### config.mk
export PLATFORM = sky130hd
export DESIGN_NAME = utf8_decode_bom_newline_normalize_top
export DESIGN_NICKNAME = d
export VERILOG_FILES = /design/src/hw/rtl/u8dn_pkg.sv /design/src/hw/rtl/u8dn_core.sv /design/src/hw/rtl/utf8_decode_bom_newline_normalize_top.sv
export SDC_FILE = /design/constraint.sdc
export NUM_CORES = 1
export LEC_CHECK = 0
export BUFFER_PORTS_ARGS = -buffer_cell sky130_fd_sc_hd__buf_4
export CORE_AREA = 2 2 109 164
export DETAILED_ROUTE_END_ITERATION = 10
export DIE_AREA = 0 0 111 166
export GPL_TIMING_DRIVEN = 1
export PLACE_DENSITY = 0.58
export SLEW_MARGIN = 20
export SYNTH_ARGS = -nofsm -noshare
export SYNTH_HDL_FRONTEND = slang
export SYNTH_SLANG_ARGS = --single-unit
### constraint.sdc
create_clock -name i_clk -period 8.15 [get_ports i_clk]
set_input_delay 1.2225 -clock i_clk [delete_from_list [all_inputs] [get_ports i_clk]]
set_output_delay 1.2225 -clock i_clk [all_outputs]
set_load 0.1 [all_outputs]
### src/hw/rtl/u8dn_pkg.sv
package u8dn_pkg;

    // Width of the scalar counter and of the recorded BOM index.
    localparam int INDEX_BITS = 24;

    localparam int BYTE_W     = 8;
    localparam int SCALAR_W   = 21;
    localparam int STATUS_W   = 2;
    localparam int POS_W      = 24;
    localparam int OUT_BITS   = SCALAR_W + STATUS_W + 1 + POS_W;
    localparam int OUT_DATA_W = ((OUT_BITS + 7) / 8) * 8;
    localparam int CMP_W      = (INDEX_BITS > POS_W) ? INDEX_BITS : POS_W;

    localparam logic [INDEX_BITS-1:0] CNT_MAX = '1;
    localparam logic [POS_W-1:0]      POS_MAX = '1;

    // Byte classes.
    localparam logic [BYTE_W-1:0] LEAD2_MASK = 8'hE0;
    localparam logic [BYTE_W-1:0] LEAD2_TAG  = 8'hC0;
    localparam logic [BYTE_W-1:0] LEAD3_MASK = 8'hF0;
    localparam logic [BYTE_W-1:0] LEAD3_TAG  = 8'hE0;
    localparam logic [BYTE_W-1:0] LEAD4_MASK = 8'hF8;
    localparam logic [BYTE_W-1:0] LEAD4_TAG  = 8'hF0;
    localparam logic [BYTE_W-1:0] CONT_MASK  = 8'hC0;
    localparam logic [BYTE_W-1:0] CONT_TAG   = 8'h80;

    // Code point limits and special scalars.
    localparam logic [SCALAR_W-1:0] CP_MIN2  = 21'h00080;
    localparam logic [SCALAR_W-1:0] CP_MIN3  = 21'h00800;
    localparam logic [SCALAR_W-1:0] CP_MIN4  = 21'h10000;
    localparam logic [SCALAR_W-1:0] CP_MAX   = 21'h10FFFF;
    localparam logic [SCALAR_W-1:0] SURR_LO  = 21'h0D800;
    localparam logic [SCALAR_W-1:0] SURR_HI  = 21'h0DFFF;
    localparam logic [SCALAR_W-1:0] BOM_CODE = 21'h0FEFF;
    localparam logic [SCALAR_W-1:0] CR_CODE  = 21'h0000D;
    localparam logic [SCALAR_W-1:0] LF_CODE  = 21'h0000A;

    // Sequence length codes; a four-byte sequence is coded as zero.
    localparam logic [1:0] SEQ_LEN2 = 2'd2;
    localparam logic [1:0] SEQ_LEN3 = 2'd3;
    localparam logic [1:0] SEQ_LEN4 = 2'd0;

    typedef enum logic [STATUS_W-1:0] {
        ST_OK           = 2'd0,
        ST_DECODE_ERR   = 2'd1,
        ST_EMBEDDED_BOM = 2'd2
    } t_status;

    typedef struct packed {
        logic [BYTE_W-1:0] data_byte;
        logic              has_byte;
        logic              end_of_file;
    } t_item;

    typedef struct packed {
        logic [SCALAR_W-1:0] scalar;
        logic                scalar_valid;
        logic                end_of_stream;
        t_status             status;
        logic                had_lead_bom;
        logic [POS_W-1:0]    bom_position;
    } t_result;

endpackage

### src/hw/rtl/u8dn_core.sv
// Decode state and the per-byte step. The state advances when i_step is high.
module u8dn_core (
    input  logic              i_clk,
    input  logic              i_rst_n,
    input  logic              i_step,
    input  u8dn_pkg::t_item   i_item,
    output logic              o_has_result,
    output u8dn_pkg::t_result o_result
);

    logic [1:0]                          r_pend, n_pend;
    logic [1:0]                          r_len, n_len;
    logic [u8dn_pkg::SCALAR_W-1:0]       r_acc, n_acc;
    logic                                r_first, n_first;
    logic                                r_prev_cr, n_prev_cr;
    logic                                r_lead, n_lead;
    logic                                r_failed, n_failed;
    logic                                r_found, n_found;
    logic [u8dn_pkg::INDEX_BITS-1:0]     r_idx, n_idx;
    logic [u8dn_pkg::INDEX_BITS-1:0]     r_cnt, n_cnt;

    logic [u8dn_pkg::BYTE_W-1:0]         w_b;
    logic [u8dn_pkg::SCALAR_W-1:0]       w_acc_shift;
    logic [1:0]                          w_pend_dec;
    logic                                w_bad;
    logic                                w_err;
    logic                                w_cplt;
    logic [u8dn_pkg::SCALAR_W-1:0]       w_u;
    logic                                w_emit;
    logic [u8dn_pkg::SCALAR_W-1:0]       w_sc;
    logic                                w_fail_end;
    u8dn_pkg::t_status                   w_status;
    logic [u8dn_pkg::CMP_W-1:0]          w_idx_ext;

    assign w_b         = i_item.data_byte;
    assign w_acc_shift = {r_acc[u8dn_pkg::SCALAR_W-7:0], w_b[5:0]};
    assign w_pend_dec  = r_pend - 2'd1;

    always_comb begin
        n_pend    = r_pend;
        n_len     = r_len;
        n_acc     = r_acc;
        n_first   = r_first;
        n_prev_cr = r_prev_cr;
        n_lead    = r_lead;
        n_failed  = r_failed;
        n_found   = r_found;
        n_idx     = r_idx;
        n_cnt     = r_cnt;
        w_bad     = 1'b0;
        w_err     = 1'b0;
        w_cplt    = 1'b0;
        w_u       = '0;
        w_emit    = 1'b0;
        w_sc      = '0;
        w_fail_end = 1'b0;
        w_status  = u8dn_pkg::ST_OK;
        w_idx_ext = '0;
        o_result  = '0;

        // Byte decode.
        if (i_item.has_byte && !r_failed) begin
            if (r_pend == 2'd0) begin
                if (!w_b[7]) begin
                    w_cplt = 1'b1;
                    w_u    = u8dn_pkg::SCALAR_W'(w_b);
                end else if ((w_b & u8dn_pkg::LEAD2_MASK) == u8dn_pkg::LEAD2_TAG) begin
                    n_acc  = u8dn_pkg::SCALAR_W'(w_b[4:0]);
                    n_pend = 2'd1;
                    n_len  = u8dn_pkg::SEQ_LEN2;
                end else if ((w_b & u8dn_pkg::LEAD3_MASK) == u8dn_pkg::LEAD3_TAG) begin
                    n_acc  = u8dn_pkg::SCALAR_W'(w_b[3:0]);
                    n_pend = 2'd2;
                    n_len  = u8dn_pkg::SEQ_LEN3;
                end else if ((w_b & u8dn_pkg::LEAD4_MASK) == u8dn_pkg::LEAD4_TAG) begin
                    n_acc  = u8dn_pkg::SCALAR_W'(w_b[2:0]);
                    n_pend = 2'd3;
                    n_len  = u8dn_pkg::SEQ_LEN4;
                end else begin
                    w_err = 1'b1;
                end
            end else if ((w_b & u8dn_pkg::CONT_MASK) != u8dn_pkg::CONT_TAG) begin
                w_err = 1'b1;
            end else begin
                n_acc  = w_acc_shift;
                n_pend = w_pend_dec;
                if (w_pend_dec == 2'd0) begin
                    case (r_len)
                        u8dn_pkg::SEQ_LEN2: begin
                            w_bad = w_acc_shift < u8dn_pkg::CP_MIN2;
                        end
                        u8dn_pkg::SEQ_LEN3: begin
                            w_bad = (w_acc_shift < u8dn_pkg::CP_MIN3) ||
                                    ((w_acc_shift >= u8dn_pkg::SURR_LO) &&
                                     (w_acc_shift <= u8dn_pkg::SURR_HI));
                        end
                        default: begin
                            w_bad = (w_acc_shift < u8dn_pkg::CP_MIN4) ||
                                    (w_acc_shift > u8dn_pkg::CP_MAX);
                        end
                    endcase
                    n_acc = '0;
                    n_len = '0;
                    if (w_bad) begin
                        w_err = 1'b1;
                    end else begin
                        w_cplt = 1'b1;
                        w_u    = w_acc_shift;
                    end
                end
            end
        end

        if (w_err) begin
            n_failed = 1'b1;
            n_pend   = '0;
            n_len    = '0;
            n_acc    = '0;
        end

        // Scalar handling: leading BOM strip, BOM index, newline folding.
        if (w_cplt) begin
            n_first = 1'b0;
            if (r_first && (w_u == u8dn_pkg::BOM_CODE)) begin
                n_lead = 1'b1;
            end else begin
                if ((w_u == u8dn_pkg::BOM_CODE) && !r_found) begin
                    n_found = 1'b1;
                    n_idx   = r_cnt;
                end
                if (r_cnt != u8dn_pkg::CNT_MAX) begin
                    n_cnt = r_cnt + 1'b1;
                end
                if (r_prev_cr && (w_u == u8dn_pkg::LF_CODE)) begin
                    n_prev_cr = 1'b0;
                end else if (w_u == u8dn_pkg::CR_CODE) begin
                    n_prev_cr = 1'b1;
                    w_emit    = 1'b1;
                    w_sc      = u8dn_pkg::LF_CODE;
                end else begin
                    n_prev_cr = 1'b0;
                    w_emit    = 1'b1;
                    w_sc      = w_u;
                end
            end
        end

        o_result.scalar       = w_sc;
        o_result.scalar_valid = w_emit;

        // End of file: report status, then return to the reset state.
        if (i_item.end_of_file) begin
            w_fail_end = n_failed || (n_pend != 2'd0);
            if (w_fail_end) begin
                w_status = u8dn_pkg::ST_DECODE_ERR;
            end else if (n_found) begin
                w_status = u8dn_pkg::ST_EMBEDDED_BOM;
            end else begin
                w_status = u8dn_pkg::ST_OK;
            end
            w_idx_ext = u8dn_pkg::CMP_W'(n_idx);
            o_result.end_of_stream = 1'b1;
            o_result.status        = w_status;
            o_result.had_lead_bom  = !w_fail_end && n_lead;
            if (w_status == u8dn_pkg::ST_EMBEDDED_BOM) begin
                o_result.bom_position =
                    (w_idx_ext > u8dn_pkg::CMP_W'(u8dn_pkg::POS_MAX)) ?
                    u8dn_pkg::POS_MAX : u8dn_pkg::POS_W'(w_idx_ext);
            end
            n_pend    = '0;
            n_len     = '0;
            n_acc     = '0;
            n_first   = 1'b1;
            n_prev_cr = 1'b0;
            n_lead    = 1'b0;
            n_failed  = 1'b0;
            n_found   = 1'b0;
            n_idx     = '0;
            n_cnt     = '0;
        end
    end

    assign o_has_result = w_emit || i_item.end_of_file;

    always_ff @(posedge i_clk) begin
        if (!i_rst_n) begin
            r_pend    <= '0;
            r_len     <= '0;
            r_acc     <= '0;
            r_first   <= 1'b1;
            r_prev_cr <= 1'b0;
            r_lead    <= 1'b0;
            r_failed  <= 1'b0;
            r_found   <= 1'b0;
            r_idx     <= '0;
            r_cnt     <= '0;
        end else if (i_step) begin
            r_pend    <= n_pend;
            r_len     <= n_len;
            r_acc     <= n_acc;
            r_first   <= n_first;
            r_prev_cr <= n_prev_cr;
            r_lead    <= n_lead;
            r_failed  <= n_failed;
            r_found   <= n_found;
            r_idx     <= n_idx;
            r_cnt     <= n_cnt;
        end
    end

endmodule

### src/hw/rtl/utf8_decode_bom_newline_normalize_top.sv
// Channel   Dir  Word fields (lowest bit first)
// s_axis    in   tdata: data_byte[7:0]; tuser: has_byte; tlast: end_of_file
// m_axis    out  tdata: scalar[20:0], status[22:21], had_lead_bom[23],
//                bom_position[47:24]; tuser: scalar_valid; tlast: end_of_stream
//
// One word can be accepted in every cycle while the output is not stalled. An
// accepted word is held in the input register and decoded there; once the output
// register has room, its result (if any) is loaded into the output register and
// m_axis_tvalid rises.
// Reset is synchronous and active low; it clears all decode state and empties
// both registers. When the output register is full and not taken, the input
// register holds its word and s_axis_tready drops once it is occupied.
module utf8_decode_bom_newline_normalize_top (
    input  logic                              i_clk,
    input  logic                              i_rst_n,
    input  logic                              s_axis_tvalid,
    output logic                              s_axis_tready,
    input  logic [u8dn_pkg::BYTE_W-1:0]       s_axis_tdata,  // data_byte
    input  logic                              s_axis_tuser,  // has_byte
    input  logic                              s_axis_tlast,  // end_of_file
    output logic                              m_axis_tvalid,
    input  logic                              m_axis_tready,
    // scalar, status, had_lead_bom, bom_position
    output logic [u8dn_pkg::OUT_DATA_W-1:0]   m_axis_tdata,
    output logic                              m_axis_tuser,  // scalar_valid
    output logic                              m_axis_tlast   // end_of_stream
);

    // Input register.
    logic              r_in_valid;
    u8dn_pkg::t_item   r_in;

    // Output register.
    logic              r_out_valid;
    u8dn_pkg::t_result r_out;

    logic              w_step;
    logic              w_has_result;
    u8dn_pkg::t_result w_result;

    // The held word moves on whenever the output register has room.
    assign w_step        = r_in_valid && (!r_out_valid || m_axis_tready);
    assign s_axis_tready = !r_in_valid || w_step;

    u8dn_core u_core (
        .i_clk        (i_clk),
        .i_rst_n      (i_rst_n),
        .i_step       (w_step),
        .i_item       (r_in),
        .o_has_result (w_has_result),
        .o_result     (w_result)
    );

    always_ff @(posedge i_clk) begin
        if (!i_rst_n) begin
            r_in_valid  <= 1'b0;
            r_out_valid <= 1'b0;
        end else begin
            if (s_axis_tready) begin
                r_in_valid <= s_axis_tvalid;
            end
            if (w_step) begin
                r_out_valid <= w_has_result;
            end else if (m_axis_tready) begin
                r_out_valid <= 1'b0;
            end
        end
    end

    always_ff @(posedge i_clk) begin
        if (s_axis_tvalid && s_axis_tready) begin
            r_in.data_byte   <= s_axis_tdata;
            r_in.has_byte    <= s_axis_tuser;
            r_in.end_of_file <= s_axis_tlast;
        end
        if (w_step && w_has_result) begin
            r_out <= w_result;
        end
    end

    assign m_axis_tvalid = r_out_valid;
    assign m_axis_tdata  = u8dn_pkg::OUT_DATA_W'({r_out.bom_position, r_out.had_lead_bom,
                                                  r_out.status, r_out.scalar});
    assign m_axis_tuser  = r_out.scalar_valid;
    assign m_axis_tlast  = r_out.end_of_stream;

    // A status other than ok is only reported on the final word of a file.
    a_status_only_at_end: assert property (@(posedge i_clk) disable iff (!i_rst_n)
        (m_axis_tvalid && !m_axis_tlast) |-> (m_axis_tdata[22:21] == 2'd0))
        else $error("status set on a word that is not the last");

    // Every word produced carries either a scalar or the end of the stream.
    a_no_empty_word: assert property (@(posedge i_clk) disable iff (!i_rst_n)
        m_axis_tvalid |-> (m_axis_tuser || m_axis_tlast))
        else $error("output word carries neither a scalar nor end of stream");

    // A stripped leading BOM is never reported together with a decode error.
    a_lead_bom_not_with_error: assert property (@(posedge i_clk) disable iff (!i_rst_n)
        (m_axis_tvalid && m_axis_tdata[23]) |-> (m_axis_tdata[22:21] != 2'd1))
        else $error("leading BOM flagged on a failed decode");

    // A held word stalled by a full output register keeps the input side closed.
    a_stall_blocks_input: assert property (@(posedge i_clk) disable iff (!i_rst_n)
        (r_in_valid && r_out_valid && !m_axis_tready) |-> !s_axis_tready)
        else $error("input accepted while the pipeline is stalled");

endmodule

==> flow_metrics.env <==
export IMPL_outcome="complete, no violations"
export IMPL_drtAntennaViolNets=0
export IMPL_synth_sequential_area_ratio_pct=55.8
export IMPL_beginning_of_the_worst_hold_path="u_core.r_lead"
export IMPL_post_route_cells_drive_above_1_share_pct=17.8
export IMPL_finalCritPeriodShare_pct=46.7
export IMPL_ys_async_sr_fraction_pct=0
export IMPL_drt_pass1_iterations=4
export IMPL_critPathTopFamily="simple AND/OR/NAND/NOR gates"
export IMPL_floorplan_die_width_um=111
export IMPL_max_slew_violation_count=0
export IMPL_worstSkewPairLatency_ns=0.42
export IMPL_synth_edff_count=60
export IMPL_finalSetupViolations=0
export IMPL_placedInstanceArea_sq_um=6520
export IMPL_final_period_minus_worst_setup_slack_ns=3.81
export IMPL_total_leakage_power_nw=2.51
export IMPL_synth_most_common_cell="sky130_fd_sc_hd__nand2_1"
export IMPL_fin_worst_skew_ns=0.0106
export IMPL_global_route_wire_length_before_repair_um=24000
export IMPL_globalRoute_totalOverflow=0
export IMPL_hold_viol_final=0
export IMPL_synth_top_area_share_pct=30.6
export IMPL_reg2reg_from="u_core.r_pend[0]"
export IMPL_crit_path_max_delay_cell_type="sky130_fd_sc_hd__nor2_4"
export IMPL_design_final_nets=640
export IMPL_worst_setup_path_class="reg2reg"
export IMPL_synth_cell_type_count=59
export IMPL_endpoint_kind="flip-flop"
export IMPL_via_per_inst=5.40
export IMPL_port_buffers=65
export IMPL_grt_setup_unrepaired="no"
export IMPL_fp_dieH_um=166
export IMPL_drt_wl_total_um=14700
export IMPL_gate_count_of_the_mapped_netlist=567
export IMPL_mappedNetlistArea_sq_um=5890
export IMPL_grt_pass1_vias=4693
export IMPL_routedWlPerCell_um=17.3
export IMPL_slew_headroom_pct=28.7
export IMPL_post_route_cell_area_sq_um=7070
export IMPL_critical_path_max_fanout=29
export IMPL_total_power_mw=1.51
export IMPL_critical_path_cell_chain="inv_1 -> ha_1 -> nor2_1 -> and2_1 -> and4_1 -> a21oi_1 -> a2bb2oi_2 -> nor2_1 -> nor2_4 -> buf_4"
export IMPL_num_antenna_cells=0
export IMPL_post_cts_hold_buffer_count=0
export IMPL_worst_ep_arrival_time_ns=3.88
export IMPL_drc_violations=0
export IMPL_crit_path_from="u_core.r_pend[0]"
export IMPL_place_gp_congestion=0.828
export IMPL_vias=4581
export IMPL_p_per_area_nw_per_um2=214
export IMPL_tritoncts="built"
export IMPL_synth_area_leaders="sky130_fd_sc_hd__edfxtp_1, sky130_fd_sc_hd__dfxtp_1, sky130_fd_sc_hd__a22o_1"
export IMPL_number_of_antenna_violations_at_the_first_check_in_global_routing=0
export IMPL_cp_data_required_time_ns=8.22
export IMPL_clock_sink_count=134
export IMPL_htreeDepth=4
export IMPL_synthesis_stage_register_bit_count=134
export IMPL_postCtsSetupRepairBufs=0
export IMPL_clock_fmax_mhz=263
export IMPL_ys_flop_type="sky130_fd_sc_hd__dfxtp_1"
export IMPL_clock_tree_root_cell="sky130_fd_sc_hd__clkbuf_16"
export IMPL_maxCapViolations=0
export IMPL_preCtsSetupSlack_ns=4.25
export IMPL_hold_path_class="reg2reg"
export IMPL_grt_start_max_net_pins=45
export IMPL_area_growth_syn_to_layout_pct=20.2
export IMPL_postCtsResizedCells=0
export IMPL_numCtsBuffers=17
export IMPL_grt_usage_pct=16.2
export IMPL_initial_utilization_pct=34.5
export IMPL_yosysTopAreaCell="sky130_fd_sc_hd__edfxtp_1"
export IMPL_worst_path_most_repeated_cell="sky130_fd_sc_hd__nor2_1"
export IMPL_ys_warnings_count=0
export IMPL_critPathBufInv=2
export IMPL_critical_path_startpoint_type="flip-flop"
export IMPL_syn_mean_instance_area_sq_um=10.4
export IMPL_floorplan_rows=59
export IMPL_max_vdd_ir_drop_mv=0.120
export IMPL_worstMarginPinSlew_ns=1.07
export IMPL_ys_top_cells_by_count="sky130_fd_sc_hd__nand2_1, sky130_fd_sc_hd__dfxtp_1, sky130_fd_sc_hd__edfxtp_1, sky130_fd_sc_hd__a21oi_1, sky130_fd_sc_hd__a22o_1"
export IMPL_detailed_place_hpwl_um=10200
export IMPL_post_synthesis_net_count=584
export IMPL_core_area_sq_um=17100
export IMPL_timing_final_ws_setup_ns=4.34
export IMPL_detailedRoute_firstIterationViolations=172
export IMPL_path_clk_slew_ns=0.06
export IMPL_dieArea_sq_um=18400
export IMPL_maximum_number_of_buffers_from_clock_root_to_sink=2
export IMPL_io_pins=66
export IMPL_crit_path_max_incr_delay_ns=0.53
export IMPL_tns_ns=0
-- kinds of logic (layout without fill, tap and decap cells) --
| logic type | count (synthesis) | count (layout) | share of synthesized area (%) |
|---|---|---|---|
| AND/OR/NAND/NOR | 229 | 229 | 21.1 |
| AO/OA/AOI/OAI | 161 | 161 | 19.0 |
| flip-flops | 134 | 134 | 55.8 |
| multiplexers | 2 | 2 | 0.340 |
| buffers and inverters | 38 | 107 | 3.06 |
| adder cells (fa/ha/maj) | 3 | 3 | 0.638 |
-- final cells by class --
type | count | area (sq um)
fillers | 1644 | 9980
flip-flops and latches | 134 | 3280
multi-input cells | 395 | 2450
repair buffers | 66 | 495
clock buffers | 19 | 443
well taps | 213 | 267
clock inverters | 13 | 97.6
inverters | 9 | 33.8
-- placed cells by master (no fill, tap or decap), types with 6 or more instances in the layout --
cell and instances:
sky130_fd_sc_hd__nor4_1 12, sky130_fd_sc_hd__o21ai_0 24, sky130_fd_sc_hd__nor2b_1 10, sky130_fd_sc_hd__edfxtp_1 60, sky130_fd_sc_hd__and2_1 19, sky130_fd_sc_hd__buf_4 66, sky130_fd_sc_hd__a21boi_0 6, sky130_fd_sc_hd__o21a_1 9
sky130_fd_sc_hd__nand3_1 16, sky130_fd_sc_hd__and3_1 13, sky130_fd_sc_hd__nand4_1 13, sky130_fd_sc_hd__nor2_1 12, sky130_fd_sc_hd__nor3_1 8, sky130_fd_sc_hd__o31a_1 6, sky130_fd_sc_hd__and4_1 6, sky130_fd_sc_hd__a22o_1 37
sky130_fd_sc_hd__nand2_1 76, sky130_fd_sc_hd__clkbuf_16 17, sky130_fd_sc_hd__or3_1 21, sky130_fd_sc_hd__a21oi_1 48, sky130_fd_sc_hd__inv_1 9, sky130_fd_sc_hd__dfxtp_1 74
-- per-stage QoR --
step	cells	hold WS [ns]	util [%]
2_1_floorplan	567	0.432	-
3_3_place_gp	817	0.457	38.2
3_5_place_dp	817	0.457	38.2
4_1_cts	849	0.463	41.4
5_1_grt	849	0.482	41.5
6_report	849	0.468	41.5
-- state kept, by name (all words and copies together), names as in the netlist, 2 cells and up --
name and flops:
u_core.r_idx 24, u_core.r_pend 2, m_axis_tdata 48, u_core.r_acc 15
u_core.r_cnt 24, r_in 10, u_core.r_len 2
-- worst reg2reg max path, cell delays in order, from the launching register on --
cell                        delay [ns]
sky130_fd_sc_hd__dfxtp_1          0.38
sky130_fd_sc_hd__inv_1            0.09
sky130_fd_sc_hd__ha_1             0.35
sky130_fd_sc_hd__nor2_1           0.22
sky130_fd_sc_hd__and2_1           0.17
sky130_fd_sc_hd__and4_1           0.51
sky130_fd_sc_hd__a21oi_1          0.19
sky130_fd_sc_hd__a2bb2oi_2        0.39
sky130_fd_sc_hd__nor2_1           0.13
sky130_fd_sc_hd__nor2_4           0.53
sky130_fd_sc_hd__buf_4            0.47
-- final timing paths --
kind / slack (ns) / cells after the start / endpoint
setup reg to reg: 4.34 / 10 / m_axis_tdata[13]
hold / removal: 0.47 / 2 / u_core.r_lead
setup / recovery: 4.34 / 10 / m_axis_tdata[13]
hold reg to reg: 0.47 / 2 / u_core.r_lead
-- report_power, final --
part           switching (mW)  internal [mW]
clock network           0.294          0.400
logic                  0.0769         0.0215
registers             0.00904          0.711
-- metal layers --
| layer | GRT usage [%] | vias to the layer above | wire length [um] |
|---|---|---|---|
| li1 | - | 2261 | - |
| met1 | 18.1 | 2212 | 5870 |
| met2 | 29.4 | 88 | 7970 |
| met3 | 3.43 | 20 | 476 |
| met4 | 7.12 | 0 | 334 |
| met5 | 0 | - | 0 |
Note: power is estimated with default switching activity, not from simulation.
